`config.mk`:
```
export PLATFORM = sky130hd
export DESIGN_NAME = unicode_compose_normaliser
export DESIGN_NICKNAME = d
export VERILOG_FILES = /design/src/design/ucn_pkg.sv /design/src/design/ucn_compose.sv /design/src/design/ucn_emitter.sv /design/src/design/unicode_compose_normaliser.sv
export SDC_FILE = /design/constraint.sdc
export NUM_CORES = 1
export LEC_CHECK = 0
export BUFFER_PORTS_ARGS = -buffer_cell sky130_fd_sc_hd__buf_2
export CAP_MARGIN = 20
export CORE_MARGIN = 10
export CORE_UTILIZATION = 40
export DETAILED_ROUTE_END_ITERATION = 6
export GPL_TIMING_DRIVEN = 0
export HOLD_SLACK_MARGIN = 0.05
export PLACE_DENSITY = 0.67
export SYNTH_ARGS = -nofsm -noshare
export SYNTH_HDL_FRONTEND = slang
export SYNTH_SLANG_ARGS = --single-unit
```
`constraint.sdc`:
```
create_clock -name clk -period 5.1 [get_ports clk]
set_input_delay 0.255 -clock clk [delete_from_list [all_inputs] [get_ports clk]]
set_output_delay 0.255 -clock clk [all_outputs]
set_load 0.1 [all_outputs]
```
`src/design/ucn_pkg.sv`:
```
`timescale 1ns / 1ps
// ----------------------------------------------------------------------------
// ucn_pkg
// Shared types, constants and lookup functions for the composition
// normaliser: the composition pair table and the expansion table.
// ----------------------------------------------------------------------------
package ucn_pkg;

  localparam int CP_W        = 21;
  localparam int NCOMP       = 67;
  localparam int MAX_RESULTS = 6;
  localparam int MAX_EXP     = 3;
  localparam int CNT_W       = $clog2(MAX_RESULTS + 1);

  typedef logic [CP_W-1:0] cp_t;

  // Input and result payloads
  typedef struct packed {
    cp_t  code_point;
    logic word_end;
  } in_item_t;

  typedef struct packed {
    cp_t  out_char;
    logic run_last;
    logic word_done;
  } out_item_t;

  // Result run produced by one input item
  typedef struct packed {
    logic [CNT_W-1:0]             count;
    logic [MAX_RESULTS-1:0][CP_W-1:0] chars;
    logic                         wend;
  } seq_t;

  // Pending point update
  typedef struct packed {
    logic valid;
    cp_t  ch;
  } pend_t;

  // Expansion of one code point
  typedef struct packed {
    logic [1:0]                   len;
    logic [MAX_EXP-1:0][CP_W-1:0] ch;
  } exp_t;

  typedef struct packed {
    logic hit;
    cp_t  ch;
  } comp_res_t;

  typedef struct packed {
    cp_t base;
    cp_t mark;
    cp_t comp;
  } comp_entry_t;

  // Base, combining mark, precomposed character
  localparam comp_entry_t COMP_TAB [NCOMP] = '{
    '{21'h41, 21'h300, 21'hC0}, '{21'h41, 21'h301, 21'hC1}, '{21'h41, 21'h302, 21'hC2},
    '{21'h41, 21'h303, 21'hC3}, '{21'h41, 21'h308, 21'hC4}, '{21'h41, 21'h30A, 21'hC5},
    '{21'h43, 21'h327, 21'hC7},
    '{21'h45, 21'h300, 21'hC8}, '{21'h45, 21'h301, 21'hC9}, '{21'h45, 21'h302, 21'hCA},
    '{21'h45, 21'h308, 21'hCB},
    '{21'h49, 21'h300, 21'hCC}, '{21'h49, 21'h301, 21'hCD}, '{21'h49, 21'h302, 21'hCE},
    '{21'h49, 21'h308, 21'hCF},
    '{21'h4E, 21'h303, 21'hD1},
    '{21'h4F, 21'h300, 21'hD2}, '{21'h4F, 21'h301, 21'hD3}, '{21'h4F, 21'h302, 21'hD4},
    '{21'h4F, 21'h303, 21'hD5}, '{21'h4F, 21'h308, 21'hD6},
    '{21'h55, 21'h300, 21'hD9}, '{21'h55, 21'h301, 21'hDA}, '{21'h55, 21'h302, 21'hDB},
    '{21'h55, 21'h308, 21'hDC},
    '{21'h59, 21'h301, 21'hDD},
    '{21'h61, 21'h300, 21'hE0}, '{21'h61, 21'h301, 21'hE1}, '{21'h61, 21'h302, 21'hE2},
    '{21'h61, 21'h303, 21'hE3}, '{21'h61, 21'h308, 21'hE4}, '{21'h61, 21'h30A, 21'hE5},
    '{21'h63, 21'h327, 21'hE7},
    '{21'h65, 21'h300, 21'hE8}, '{21'h65, 21'h301, 21'hE9}, '{21'h65, 21'h302, 21'hEA},
    '{21'h65, 21'h308, 21'hEB},
    '{21'h69, 21'h300, 21'hEC}, '{21'h69, 21'h301, 21'hED}, '{21'h69, 21'h302, 21'hEE},
    '{21'h69, 21'h308, 21'hEF},
    '{21'h6E, 21'h303, 21'hF1},
    '{21'h6F, 21'h300, 21'hF2}, '{21'h6F, 21'h301, 21'hF3}, '{21'h6F, 21'h302, 21'hF4},
    '{21'h6F, 21'h303, 21'hF5}, '{21'h6F, 21'h308, 21'hF6},
    '{21'h75, 21'h300, 21'hF9}, '{21'h75, 21'h301, 21'hFA}, '{21'h75, 21'h302, 21'hFB},
    '{21'h75, 21'h308, 21'hFC},
    '{21'h79, 21'h301, 21'hFD}, '{21'h79, 21'h308, 21'hFF},
    '{21'h53, 21'h30C, 21'h160}, '{21'h73, 21'h30C, 21'h161},
    '{21'h5A, 21'h30C, 21'h17D}, '{21'h7A, 21'h30C, 21'h17E},
    '{21'h418, 21'h306, 21'h419}, '{21'h438, 21'h306, 21'h439},
    '{21'h415, 21'h300, 21'h400}, '{21'h435, 21'h300, 21'h450},
    '{21'h415, 21'h308, 21'h401}, '{21'h435, 21'h308, 21'h451},
    '{21'h413, 21'h301, 21'h403}, '{21'h433, 21'h301, 21'h453},
    '{21'h41E, 21'h308, 21'h4E6}, '{21'h43E, 21'h308, 21'h4E7}
  };

  // Pair lookup: entries are distinct, so at most one matches
  function automatic comp_res_t comp_lookup(input cp_t base, input cp_t mark);
    comp_res_t r;
    r = '0;
    for (int j = 0; j < NCOMP; j++) begin
      if (COMP_TAB[j].base == base && COMP_TAB[j].mark == mark) begin
        r.hit = 1'b1;
        r.ch  = r.ch | COMP_TAB[j].comp;
      end
    end
    return r;
  endfunction

  // Expansion of one point; unlisted points map to themselves
  function automatic exp_t expand_point(input cp_t c);
    exp_t e;
    e       = '0;
    e.len   = 2'd1;
    e.ch[0] = c;
    case (c)
      21'h02019: e.ch[0] = 21'h27;
      21'h02010, 21'h02011: e.ch[0] = 21'h2D;
      21'h02103: begin
        e.len = 2'd2; e.ch[0] = 21'hB0; e.ch[1] = 21'h43;
      end
      21'h02109: begin
        e.len = 2'd2; e.ch[0] = 21'hB0; e.ch[1] = 21'h46;
      end
      21'h0FB00: begin
        e.len = 2'd2; e.ch[0] = 21'h66; e.ch[1] = 21'h66;
      end
      21'h0FB01: begin
        e.len = 2'd2; e.ch[0] = 21'h66; e.ch[1] = 21'h69;
      end
      21'h0FB02: begin
        e.len = 2'd2; e.ch[0] = 21'h66; e.ch[1] = 21'h6C;
      end
      21'h0FB03: begin
        e.len = 2'd3; e.ch[0] = 21'h66; e.ch[1] = 21'h66; e.ch[2] = 21'h69;
      end
      21'h0FB04: begin
        e.len = 2'd3; e.ch[0] = 21'h66; e.ch[1] = 21'h66; e.ch[2] = 21'h6C;
      end
      default: ;
    endcase
    return e;
  endfunction

endpackage

```
`src/design/ucn_compose.sv`:
```
`timescale 1ns / 1ps
// ----------------------------------------------------------------------------
// ucn_compose
// Combinational pass for one item: pair lookup against the pending point,
// expansion of the outgoing points and the next pending point.
// ----------------------------------------------------------------------------
module ucn_compose (
  input  ucn_pkg::in_item_t item,
  input  ucn_pkg::pend_t    pend,
  output ucn_pkg::seq_t     seq,
  output ucn_pkg::pend_t    pend_next
);
  import ucn_pkg::*;

  comp_res_t        comp;
  exp_t             exp_a;
  exp_t             exp_b;
  logic             use_a;
  logic             use_b;
  logic [CNT_W-1:0] len_a;
  logic [CNT_W-1:0] len_b;
  logic [CNT_W-1:0] idx_b;
  logic             matched;

  assign comp    = comp_lookup(pend.ch, item.code_point);
  assign matched = pend.valid && comp.hit;
  assign exp_a   = expand_point(pend.ch);
  assign exp_b   = expand_point(item.code_point);

  // Pending point goes out first, the new point follows at word end
  assign use_a = pend.valid && !matched;
  assign use_b = item.word_end && !matched;
  assign len_a = use_a ? CNT_W'(exp_a.len) : '0;
  assign len_b = use_b ? CNT_W'(exp_b.len) : '0;

  // Build the result run
  always_comb begin
    seq      = '0;
    idx_b    = '0;
    seq.wend = item.word_end;
    if (matched) begin
      seq.count    = CNT_W'(1);
      seq.chars[0] = comp.ch;
    end else begin
      seq.count = len_a + len_b;
      for (int i = 0; i < MAX_RESULTS; i++) begin
        idx_b = CNT_W'(i) - len_a;
        if (CNT_W'(i) < len_a) begin
          seq.chars[i] = exp_a.ch[i % MAX_EXP];
        end else if (idx_b < CNT_W'(MAX_EXP)) begin
          seq.chars[i] = exp_b.ch[idx_b[1:0]];
        end
      end
    end
  end

  // Next pending point
  always_comb begin
    pend_next = '0;
    if (!matched && !item.word_end) begin
      pend_next.valid = 1'b1;
      pend_next.ch    = item.code_point;
    end
  end

endmodule

```
`src/design/ucn_emitter.sv`:
```
`timescale 1ns / 1ps
// ----------------------------------------------------------------------------
// ucn_emitter
// Holds the result run of one item and hands it out one result per cycle
// through the output register, while out_stall does not hold it.
// ----------------------------------------------------------------------------
module ucn_emitter (
  input  logic               clk,
  input  logic               rst,
  input  logic               load,
  input  ucn_pkg::seq_t      seq,
  output logic               free,
  output logic               out_valid,
  input  logic               out_stall,
  output ucn_pkg::out_item_t out_data
);
  import ucn_pkg::*;

  logic [MAX_RESULTS-1:0][CP_W-1:0] chars;
  logic [CNT_W-1:0]                 rem;
  logic                             wend;
  logic                             move;
  logic                             last;

  // Head moves to the output register when that register is free or drains
  assign move = (rem != '0) && (!out_valid || !out_stall);
  assign last = (rem == CNT_W'(1));
  assign free = (rem == '0) || (move && last);

  // Control state
  always_ff @(posedge clk) begin
    if (rst) begin
      rem       <= '0;
      out_valid <= 1'b0;
    end else begin
      if (load) begin
        rem <= seq.count;
      end else if (move) begin
        rem <= rem - CNT_W'(1);
      end
      if (move) begin
        out_valid <= 1'b1;
      end else if (!out_stall) begin
        out_valid <= 1'b0;
      end
    end
  end

  // Run storage shifts down one entry per transfer
  always_ff @(posedge clk) begin
    if (load) begin
      chars <= seq.chars;
      wend  <= seq.wend;
    end else if (move) begin
      for (int i = 0; i < MAX_RESULTS - 1; i++) begin
        chars[i] <= chars[i+1];
      end
    end
    if (move) begin
      out_data.out_char  <= chars[0];
      out_data.run_last  <= last;
      out_data.word_done <= last && wend;
    end
  end

endmodule

```
`src/design/unicode_compose_normaliser.sv`:
```
`timescale 1ns / 1ps
// ----------------------------------------------------------------------------
// unicode_compose_normaliser
// Composes base + combining mark pairs, expands ligatures, degree signs and a
// few punctuation points, holding one pending code point between items.
// ----------------------------------------------------------------------------
//  channel | signals                        | moves
//  in      | in_valid, in_stall, in_data    | one code point + word end flag
//  out     | out_valid, out_stall, out_data | one result code point + flags
//
//  An item is taken into the run buffer; its 0 to 6 results leave one per
//  cycle while out_stall is low, through the output register.
//  A new item is taken in the cycle the last result of the previous run moves
//  out, so single-result items flow every cycle while out_stall is low.
//  in_stall stays high while a run drains, until its last result moves out.
//  Reset clears the pending point, the run count and the output valid flag.
// ----------------------------------------------------------------------------
module unicode_compose_normaliser (
  input  logic               clk,
  input  logic               rst,
  input  logic               in_valid,
  output logic               in_stall,
  input  ucn_pkg::in_item_t  in_data,
  output logic               out_valid,
  input  logic               out_stall,
  output ucn_pkg::out_item_t out_data
);
  import ucn_pkg::*;

  pend_t pend;
  pend_t pend_next;
  seq_t  seq;
  logic  free;
  logic  accept;

  assign accept   = in_valid && free;
  assign in_stall = !free;

  ucn_compose u_compose (
    .item      (in_data),
    .pend      (pend),
    .seq       (seq),
    .pend_next (pend_next)
  );

  // Pending point register
  always_ff @(posedge clk) begin
    if (rst) begin
      pend <= '0;
    end else if (accept) begin
      pend <= pend_next;
    end
  end

  ucn_emitter u_emitter (
    .clk       (clk),
    .rst       (rst),
    .load      (accept),
    .seq       (seq),
    .free      (free),
    .out_valid (out_valid),
    .out_stall (out_stall),
    .out_data  (out_data)
  );

endmodule

```
==> results.ini, run 1 <==
[critical_path]
crit_arrival_ns = 5.25
crit_type = reg2reg
crit_start = pend[16]$_SDFFE_PP0P_
end_kind = register
rr_endpoint = u_emitter.rem[2]$_SDFFE_PP0P_
crit_fanout = 10
reg2reg_from = pend[16]$_SDFFE_PP0P_
start_kind = register
regToRegSetupSlack_ns = 0.15
cp.required_ns = 5.40
worstRegToRegCells = 16
cp-endpoint = u_emitter.rem[2]$_SDFFE_PP0P_

[sta]
setup_tns_ns = 0
setup-violations-final = 0
finalHoldViolCount = 0
period_share_pct = 97.0
grt_setup_unrepaired = no
whs_ns = 0.0825
tightest_slew_ns = 0.880
slew_violations = 0
period_needed_ns = 4.95
slew_headroom_pct = 41.1
clock.fmax_mhz = 202
skew_ns = 0.0126

[cts]
cts_buffer_depth = 2
clk_latency_ns = 0.44
cts_sinks = 176
cts_tree = yes
cts_root_buf = clkbuf_16
cts.clk_slew.worst_paths_ns = 0.07
cts_buffers = 17
cts_max_level = 4
ctsHoldBuffers = 0

[yosys]
yosysSeqAreaShare_pct = 54.0
synth_cell_type_count = 82
syn_avg_cell_area_um2 = 10.2
synth_warnings = 0
synthArstFlopShare_pct = 0
synth_cells = 910
synth_ff_type = edfxtp_1
syn_area_um2 = 9310
synth_edf_count = 150
synth-seq-cells = 176

[drt]
vias = 7989
final_antenna_net_count = 0
drc = 0
dr.pass1.iters = 5
dr.first_iter.drc_count = 977
routed_wl_um = 30600
wl_per_cell_um = 23.1
via_per_inst = 6.05

[die]
die_h_um = 173
rows = 55
dieWidth_um = 173
start_util_pct = 40.9
pin_count = 51
dieArea_um2 = 29800
core-area_um2 = 22800

[global_route]
antenna_found_initial = 0
grt_pass1_vias = 7630
grt_max_degree = 57
grt_pass1_wl_um = 46500
grt_util_all_layers_pct = 19.9
grt-ovfl-total = 0

[min_path]
hold_class = in2reg
hp-start = rst

[outcome]
outcome = complete, no violations

[run]
cap_violations = 0

[layout]
antenna_cells = 0
area_growth_pct = 14.3
finish.instance_area_um2 = 10600
final_nets = 1025
drive_gt1_share_pct = 13.8

[place]
placed_area_um2 = 10100
portBuffers = 48
gp_congestion = 0.993
hpwl_um = 22400

[pwr]
p_total_mw = 6.94
power.leakage_nw = 3.70
cellPowerDensity_nw_per_um2 = 652
peakVddDrop_uv = 439

[stage by stage]
step	setup WS, ns	std cells	utilization (%)
6_report	0.151	1320	46.7
4_1_cts	0.264	1320	46.7
3_3_place_gp	-0.0194	1286	43.9
5_1_grt	0.0188	1320	46.7
3_5_place_dp	0.104	1288	44.2
2_1_floorplan	0.918	925	-
[flip-flops by register name (all words and copies together) (netlist names)]
signal,cells
u_emitter.chars,126
pend,22
u_emitter.out_data,23
u_emitter.rem,3
u_emitter.out_valid,1
u_emitter.wend,1
[synth_stat cells (all sizes together) (5+ instances only)]
master / instances / area [µm²]
a31oi: 11 / 68.8
a211oi: 7 / 57.6
or4: 8 / 60.1
o31ai: 13 / 103
or2: 10 / 62.6
inv: 11 / 41.3
edfxtp: 150 / 4500
nor2: 67 / 256
nand2b: 11 / 71.3
nor4: 13 / 118
and3: 6 / 37.5
a32oi: 8 / 70.1
nand2: 137 / 519
mux2i: 10 / 100
and2: 25 / 156
or4b: 7 / 70.1
a21o: 5 / 37.5
nand3: 32 / 165
o22ai: 10 / 62.6
buf: 18 / 125
clkbuf: 45 / 169
nand4b: 6 / 58.8
a32o: 10 / 100
nor3: 30 / 165
nand4: 13 / 81.3
o21ai: 63 / 315
nor2b: 6 / 37.5
a21oi: 47 / 239
o221ai: 8 / 70.1
o211ai: 8 / 73.8
dfxtp: 26 / 521
o41ai: 5 / 43.8
a22o: 23 / 201
[critical path, stage by stage, from the launching register on]
cell,delay [ns]
dfxtp_1,0.33
nor4_1,0.60
nand4_1,0.48
or4_1,0.74
o32ai_1,0.34
a221oi_1,0.14
and4b_1,0.28
buf_6,0.14
nand2_1,0.06
nand2_1,0.11
clkbuf_1,0.28
nand2_1,0.22
nor4_1,0.08
ha_1,0.25
fa_1,0.47
a31oi_1,0.22
a311oi_1,0.08
[routing by layer]
metal	routed length, µm	vias to the layer above	track usage, %
met3	2770	72	3.96
met5	0	-	0
li1	-	3630	-
met2	13200	440	29.3
met1	13100	3847	27.0
met4	1490	0	10.8
[logic make-up after synthesis]
group | synth area share (%)
flip-flops | 54.0
adder cells (fa/ha/maj) | 0.752
AO/OA/AOI/OAI | 18.4
multiplexers | 1.44
other | 0.0403
buffers and inverters | 3.64
AND/OR/NAND/NOR | 21.4
XOR/XNOR | 0.376
[worst min-delay path by stage]
stage / end / slack (ns) / cells past startpoint
2_1_floorplan: u_emitter.out_valid$_SDFFE_PP0P_ / 0.32 / 1
3_3_place_gp: u_emitter.out_data[19]$_DFFE_PP_ / 0.40 / 0
3_5_place_dp: u_emitter.out_data[11]$_DFFE_PP_ / 0.40 / 0
5_1_grt: u_emitter.wend$_DFFE_PP_ / 0.09 / 1
6_report: u_emitter.rem[0]$_SDFFE_PP0P_ / 0.08 / 2
4_1_cts: u_emitter.out_valid$_SDFFE_PP0P_ / 0.07 / 2
[report_power, final]
group	switching, mW	internal (mW)
combinational	2.24	0.638
sequential	0.181	2.60
clock	0.596	0.690
[final cells by class]
class | instances | area [µm²]
clock inverter | 14 | 146
sequential | 176 | 5020
inverter | 12 | 45.0
timing repair buffer | 50 | 295
fill | 2160 | 12100
multi-input combinational | 674 | 4020
clock buffer | 18 | 429
buffer | 63 | 295
tap | 313 | 392
[cell usage in the layout (no fill, tap or decap), drive strengths merged, types with 5 or more instances in the layout]
| cell | Yosys | final |
|---|---|---|
| nor2 | 67 | 67 |
| or4b | 7 | 7 |
| nor4 | 13 | 13 |
| a211oi | 7 | 7 |
| nand4 | 13 | 13 |
| a31oi | 11 | 11 |
| nand3 | 32 | 32 |
| a22o | 23 | 23 |
| a21o | 5 | 5 |
| o31ai | 13 | 13 |
| a32o | 10 | 10 |
| o21ai | 63 | 63 |
| nand2 | 137 | 137 |
| and2 | 25 | 25 |
| o211ai | 8 | 8 |
| dfxtp | 26 | 26 |
| o41ai | 5 | 5 |
| mux2i | 10 | 10 |
| nand4b | 6 | 6 |
| and3 | 6 | 6 |
| nor3 | 30 | 30 |
| clkbuf | 45 | 63 |
| nor2b | 6 | 6 |
| a21oi | 47 | 47 |
| or4 | 8 | 8 |
| buf | 18 | 68 |
| a32oi | 8 | 8 |
| inv | 11 | 18 |
| edfxtp | 150 | 150 |
| or2 | 10 | 10 |
| o221ai | 8 | 8 |
| conb | 1 | 16 |
| nand2b | 11 | 11 |
| o22ai | 10 | 10 |
[what timing repair did]
item / CTS / global route
setup endpoints to repair: 0 / 2
buffers inserted: 0 / 0
resized for setup: 0 / 1
No activity file was read; power rests on OpenSTA's default activity.
==> run 2: changes to the inputs <==
RECOVER_POWER = 100   (was unset)
==> run 2 against run 1 <==
Net effect: the run now ends with max-capacitance violations, max-slew violations left; via count up 0.30%; flip-flop and latch count unchanged; wire length about the same; design area down 1.4%; combinational power down 3%; die area unchanged; setup slack better by 0.041 ns; non-clock buffer count unchanged; largest cell class unchanged; highest routed layer unchanged.
==> results.ini, run 2 (synthesized netlist as in run 1, its figures left out) <==
[layout]
final_core_util_pct = 46.1
final_common_cell = edfxtp_1
regMostFlops = u_emitter.chars
final.fill_count = 2197
mostFrequentLayoutCells = edfxtp_1 (150), nand2_1 (137), clkbuf_1 (84)
antenna_cells = 0
drive_gt1_share_pct = 9.14
fin_cells = 1320
largest_reg_flops = 126
area_growth_pct = 12.8
final_nets = 1025
reg_top3 = u_emitter.chars x126, u_emitter.out_data x23, pend x22
finish.instance_area_um2 = 10500

[global_route]
grt_util_all_layers_pct = 19.9
grt_max_degree = 57
grt_pass1_wl_um = 46500
grt_pass1_vias = 7630
grt-ovfl-total = 0
antenna_found_initial = 0

[drt]
dr.first_iter.drc_count = 917
final_antenna_net_count = 0
routed_wl_um = 30600
wl_per_cell_um = 23.2
drc = 0
vias = 8013
dr.pass1.iters = 5
via_per_inst = 6.07

[critical_path]
regToRegSetupSlack_ns = 0.19
crit_buf_inv = 2
end_kind = register
worstPathCellList = nor4_1 > nand4_1 > or4_1 > o32ai_1 > a221oi_1 > and4b_1 > buf_6 > nand2_1 > nand2_1 > clkbuf_1 > nand2_1 > nor4_1 > ha_1 > fa_1 > a31oi_1 > a311oi_1
worstRegToRegCells = 16
crit_arrival_ns = 5.21
start_kind = register
slowest_stage = or4_1
crit_type = reg2reg
reg2reg_from = pend[16]$_SDFFE_PP0P_
cpLargestDelayFamily = simple AND/OR/NAND/NOR gates
rr_endpoint = u_emitter.rem[2]$_SDFFE_PP0P_
worst_path_most_repeated_cell = nand2_1
cp_slowest_stage_delay_ns = 0.73
cp.required_ns = 5.40
crit_fanout = 10

[sta]
clock.fmax_mhz = 204
slew_headroom_pct = -22.5
period_needed_ns = 4.91
slew_violations = 32
whs_ns = 0.0795
tightest_slew_ns = 1.84
grt_setup_unrepaired = no
setup_tns_ns = 0
period_share_pct = 96.2
setup_ws_ns = 0.192
finalHoldViolCount = 0
setup-violations-final = 0
skew_ns = 0.0100

[cts]
cts_buffers = 17
post_cts_buffers = 0
cts_root_buf = clkbuf_16
cts.clk_slew.worst_paths_ns = 0.07
cts_tree = yes
cts_buffer_depth = 2
cts_sinks = 176
cts_max_level = 4
clk_latency_ns = 0.43

[min_path]
whs_path_depth = 2
hp-start = rst
hold_class = in2reg
holdPathEnd = u_emitter.rem[0]$_SDFFE_PP0P_

[die]
pin_count = 51
die_h_um = 173
dieWidth_um = 173
start_util_pct = 40.9
dieArea_um2 = 29800
rows = 55
core-area_um2 = 22800

[place]
hpwl_um = 22400
dp_slack_ns = 0.104
gp_congestion = 0.993
portBuffers = 48
placed_area_um2 = 10100
placed_cells = 1288

[run]
cap_violations = 1

[pwr]
power.leakage_nw = 3.57
cellPowerDensity_nw_per_um2 = 654
p_total_mw = 6.87
peakVddDrop_uv = 426

[outcome]
violations = max-capacitance violations, max-slew violations
outcome = finished with violations

run 2: changes by cell type in the layout (fill, tap and decap cells not counted), sizes merged:
| cell | before | now |
|---|---|---|
| buf | 68 | 30 |
| clkbuf | 63 | 101 |
run 2: where the power goes:
part           switching, mW  internal [mW]  leakage (nW)
registers              0.184           2.61          1.72
clock network          0.598          0.690         0.270
logic                   2.23          0.553          1.58
total                   3.01           3.85          3.57
run 2: cell type report:
| type | instances | area, µm² | share of cell area (%) |
|---|---|---|---|
| Sequential cell | 176 | 5020 | 47.8 |
| Timing Repair Buffer | 50 | 239 | 2.28 |
| Clock buffer | 18 | 429 | 4.09 |
| Multi-Input combinational cell | 674 | 3970 | 37.8 |
| Tap cell | 313 | 392 | 3.73 |
| Buffer | 63 | 258 | 2.45 |
| Inverter | 12 | 45.0 | 0.429 |
| Clock inverter | 14 | 146 | 1.39 |
run 2: how the worst max path moves through the flow:
stage	depth (start not counted)	from	slack (ns)	endpoint
after floorplan	2	u_emitter.out_valid$_SDFFE_PP0P_	0.92	u_emitter.chars[0]$_DFFE_PP_
after global placement	5	u_emitter.rem[0]$_SDFFE_PP0P_	-0.02	u_emitter.chars[47]$_DFFE_PP_
after detailed placement	18	in_data[20]	0.10	u_emitter.rem[1]$_SDFFE_PP0P_
after CTS	16	pend[16]$_SDFFE_PP0P_	0.26	u_emitter.rem[1]$_SDFFE_PP0P_
after global routing	16	pend[16]$_SDFFE_PP0P_	0.03	u_emitter.rem[1]$_SDFFE_PP0P_
final	16	pend[16]$_SDFFE_PP0P_	0.19	u_emitter.rem[2]$_SDFFE_PP0P_
run 2: timing repair:
action                     in CTS  in global routing
setup endpoints to repair       0                  2
resized for setup               0                  1
hold buffers                    0                  0
run 2: per-layer routing:
layer	vias up	wire length, µm	part of all wire [%]	global-route usage (%)
met5	-	0	0	0
met4	0	1470	4.8	10.8
met2	453	13200	43	29.3
met1	3863	13200	43	27.0
met3	68	2710	8.9	3.96
li1	3629	-	-	-
==> run 3: changes to the inputs <==
GPL_TIMING_DRIVEN = 1   (was 0)
==> run 3 against run 2 <==
Net effect: the run still ends with max-capacitance violations, max-slew violations left; global-route usage shrank 0.97 points; total power decreased by 0.47%; wire length decreased by 3.8%; count of clock-buffer cells in the layout rose by 3; critical path depth down 6; maximum frequency up 5.2%; first-iteration DRC count up 33%; non-clock buffer count shrank 35; sequential share of layout area grew 0.22 points; critical path type unchanged; highest routed layer is now met5.
==> results.ini, run 3 (synthesized netlist as in run 1, its figures left out) <==
[layout]
fin_cells = 1286
final.fill_count = 2184
area_growth_pct = 12.3
final_common_cell = edfxtp_1
multiInputGateArea_um2 = 4010
seq_area_um2 = 5020
final_nets = 990
regMostFlops = u_emitter.chars
reg_top3 = u_emitter.chars x126, u_emitter.out_data x23, pend x22
mostFrequentLayoutCells = edfxtp_1 (150), nand2_1 (136), nor2_1 (66)
drive_gt1_share_pct = 11.0
largest_reg_flops = 126
final_core_util_pct = 45.9

[global_route]
antenna_found_initial = 2
grt_pass1_vias = 7247
grt_pass1_wl_um = 44700
grt_max_degree = 81
grt-ovfl-total = 0
grt_util_all_layers_pct = 19.0

[die]
start_util_pct = 40.9
pin_count = 51
rows = 55
dieArea_um2 = 29800
core-area_um2 = 22800
die_h_um = 173
dieWidth_um = 173

[outcome]
outcome = finished with violations
violations = max-capacitance violations, max-slew violations

[cts]
clk_latency_ns = 0.43
post_cts_buffers = 0
ctsHoldBuffers = 0
cts_buffers = 17
cts_resized = 0
cts_tree = yes
cts_buffer_depth = 2
cts_max_level = 4
cts_root_buf = clkbuf_16
cts.clk_slew.worst_paths_ns = 0.07
cts_sinks = 176

[sta]
period_needed_ns = 4.67
setup-violations-final = 0
tightest_slew_ns = 1.93
grt_setup_unrepaired = no
skew_ns = 0.0121
slew_headroom_pct = -29.2
clock.fmax_mhz = 214
slew_violations = 58
period_share_pct = 91.5
setup_ws_ns = 0.433
finalHoldViolCount = 0
setup_tns_ns = 0
whs_ns = 0.0938

[place]
gp_congestion = 0.980
hpwl_um = 20800
dp_slack_ns = 0.777
placed_cells = 1253
portBuffers = 50

[run]
cap_violations = 1

[critical_path]
end_kind = register
crit_arrival_ns = 4.94
start_kind = register
crit_fanout = 19
slowest_stage = nor3_2
cp.required_ns = 5.37
worst_path_most_repeated_cell = nand2_1
worstPathCellList = nand2b_1 > nor2_1 > a22oi_1 > o22ai_1 > a221oi_1 > and4b_1 > nand2_1 > nor3_2 > nand2_1 > o21ai_0
cp_slowest_stage_delay_ns = 0.83
crit_type = reg2reg

[pwr]
pwr-share-comb_pct = 39.0
power.net_switching_mw = 2.89
pwr-share-seq_pct = 41.2
p_sw_share_pct = 42.3
cellPowerDensity_nw_per_um2 = 654
power.leakage_nw = 3.59
clkPwrFrac_pct = 19.8
p_int_mw = 3.94
peakVddDrop_uv = 536

[drt]
dr.first_iter.drc_count = 1222
met2_length_um = 13500
dr.pass1.iters = 5
vias = 7867
met3WireLength_um = 2540
final_antenna_net_count = 0
drc = 0
wl_per_cell_um = 22.9
routed_wl_um = 29400
via_per_inst = 6.12
wl_met1_um = 12200
top_layer = met5

[min_path]
hold_class = in2reg

## run 3: cell count changes in the layout (fill, tap and decap cells not counted), moves of 2 or more
cell and change:
clkbuf_1 -44, buf_4 +14, and2_0 -5, and2_1 +5
buf_2 -3, clkbuf_2 +3, clkinvlp_4 -3, nor3_1 -3
nor3_2 +3, buf_6 -2, bufinv_16 +2, inv_8 -2
## run 3: routing by layer
metal  vias to the layer above  GRT usage [%]
li1                       3560              -
met1                      3783           25.3
met2                       441           29.0
met3                        81           3.83
met4                         2           8.66
met5                         -              0
## run 3: path summary, 6_finish.rpt
kind	start	to	slack (ns)	cells after the start
setup reg to reg	pend[2]$_SDFFE_PP0P_	u_emitter.chars[53]$_DFFE_PP_	0.43	10
hold reg to reg	u_emitter.chars[9]$_DFFE_PP_	u_emitter.out_data[11]$_DFFE_PP_	0.42	0
setup / recovery	pend[2]$_SDFFE_PP0P_	u_emitter.chars[53]$_DFFE_PP_	0.43	10
hold / removal	rst	u_emitter.rem[1]$_SDFFE_PP0P_	0.09	2
## run 3: power by group through the flow
stage          logic [mW]  clock network [mW]  registers, mW
2_1_floorplan        1.30                   0           3.53
3_3_place_gp         2.71                   0           2.80
3_5_place_dp         2.73                   0           2.82
4_1_cts              2.75                1.37           2.80
5_1_grt              2.87                1.44           2.88
6_report             2.67                1.35           2.82
## run 3: through the flow
step	instance area, µm²	total power, mW
after floorplan	9370	4.83
after global placement	9950	5.51
after detailed placement	9950	5.56
after CTS	10600	6.91
after global routing	10500	7.19
final	10500	6.84
## run 3: cell type report
class	count	area share, %
multi-input cells	674	38.3
diodes	1	0.0239
inverters	12	0.431
repair buffers	78	3.63
well taps	313	3.75
clock buffers	21	4.31
flip-flops and latches	176	48.1
clock inverters	11	1.47
## run 3: worst max-delay path, delay by kind of cell, from the launching register on
kind / cells / cell delay (ns)
flops: 1 / 0.75
simple gates: 6 / 2.65
compound gates: 4 / 1.09
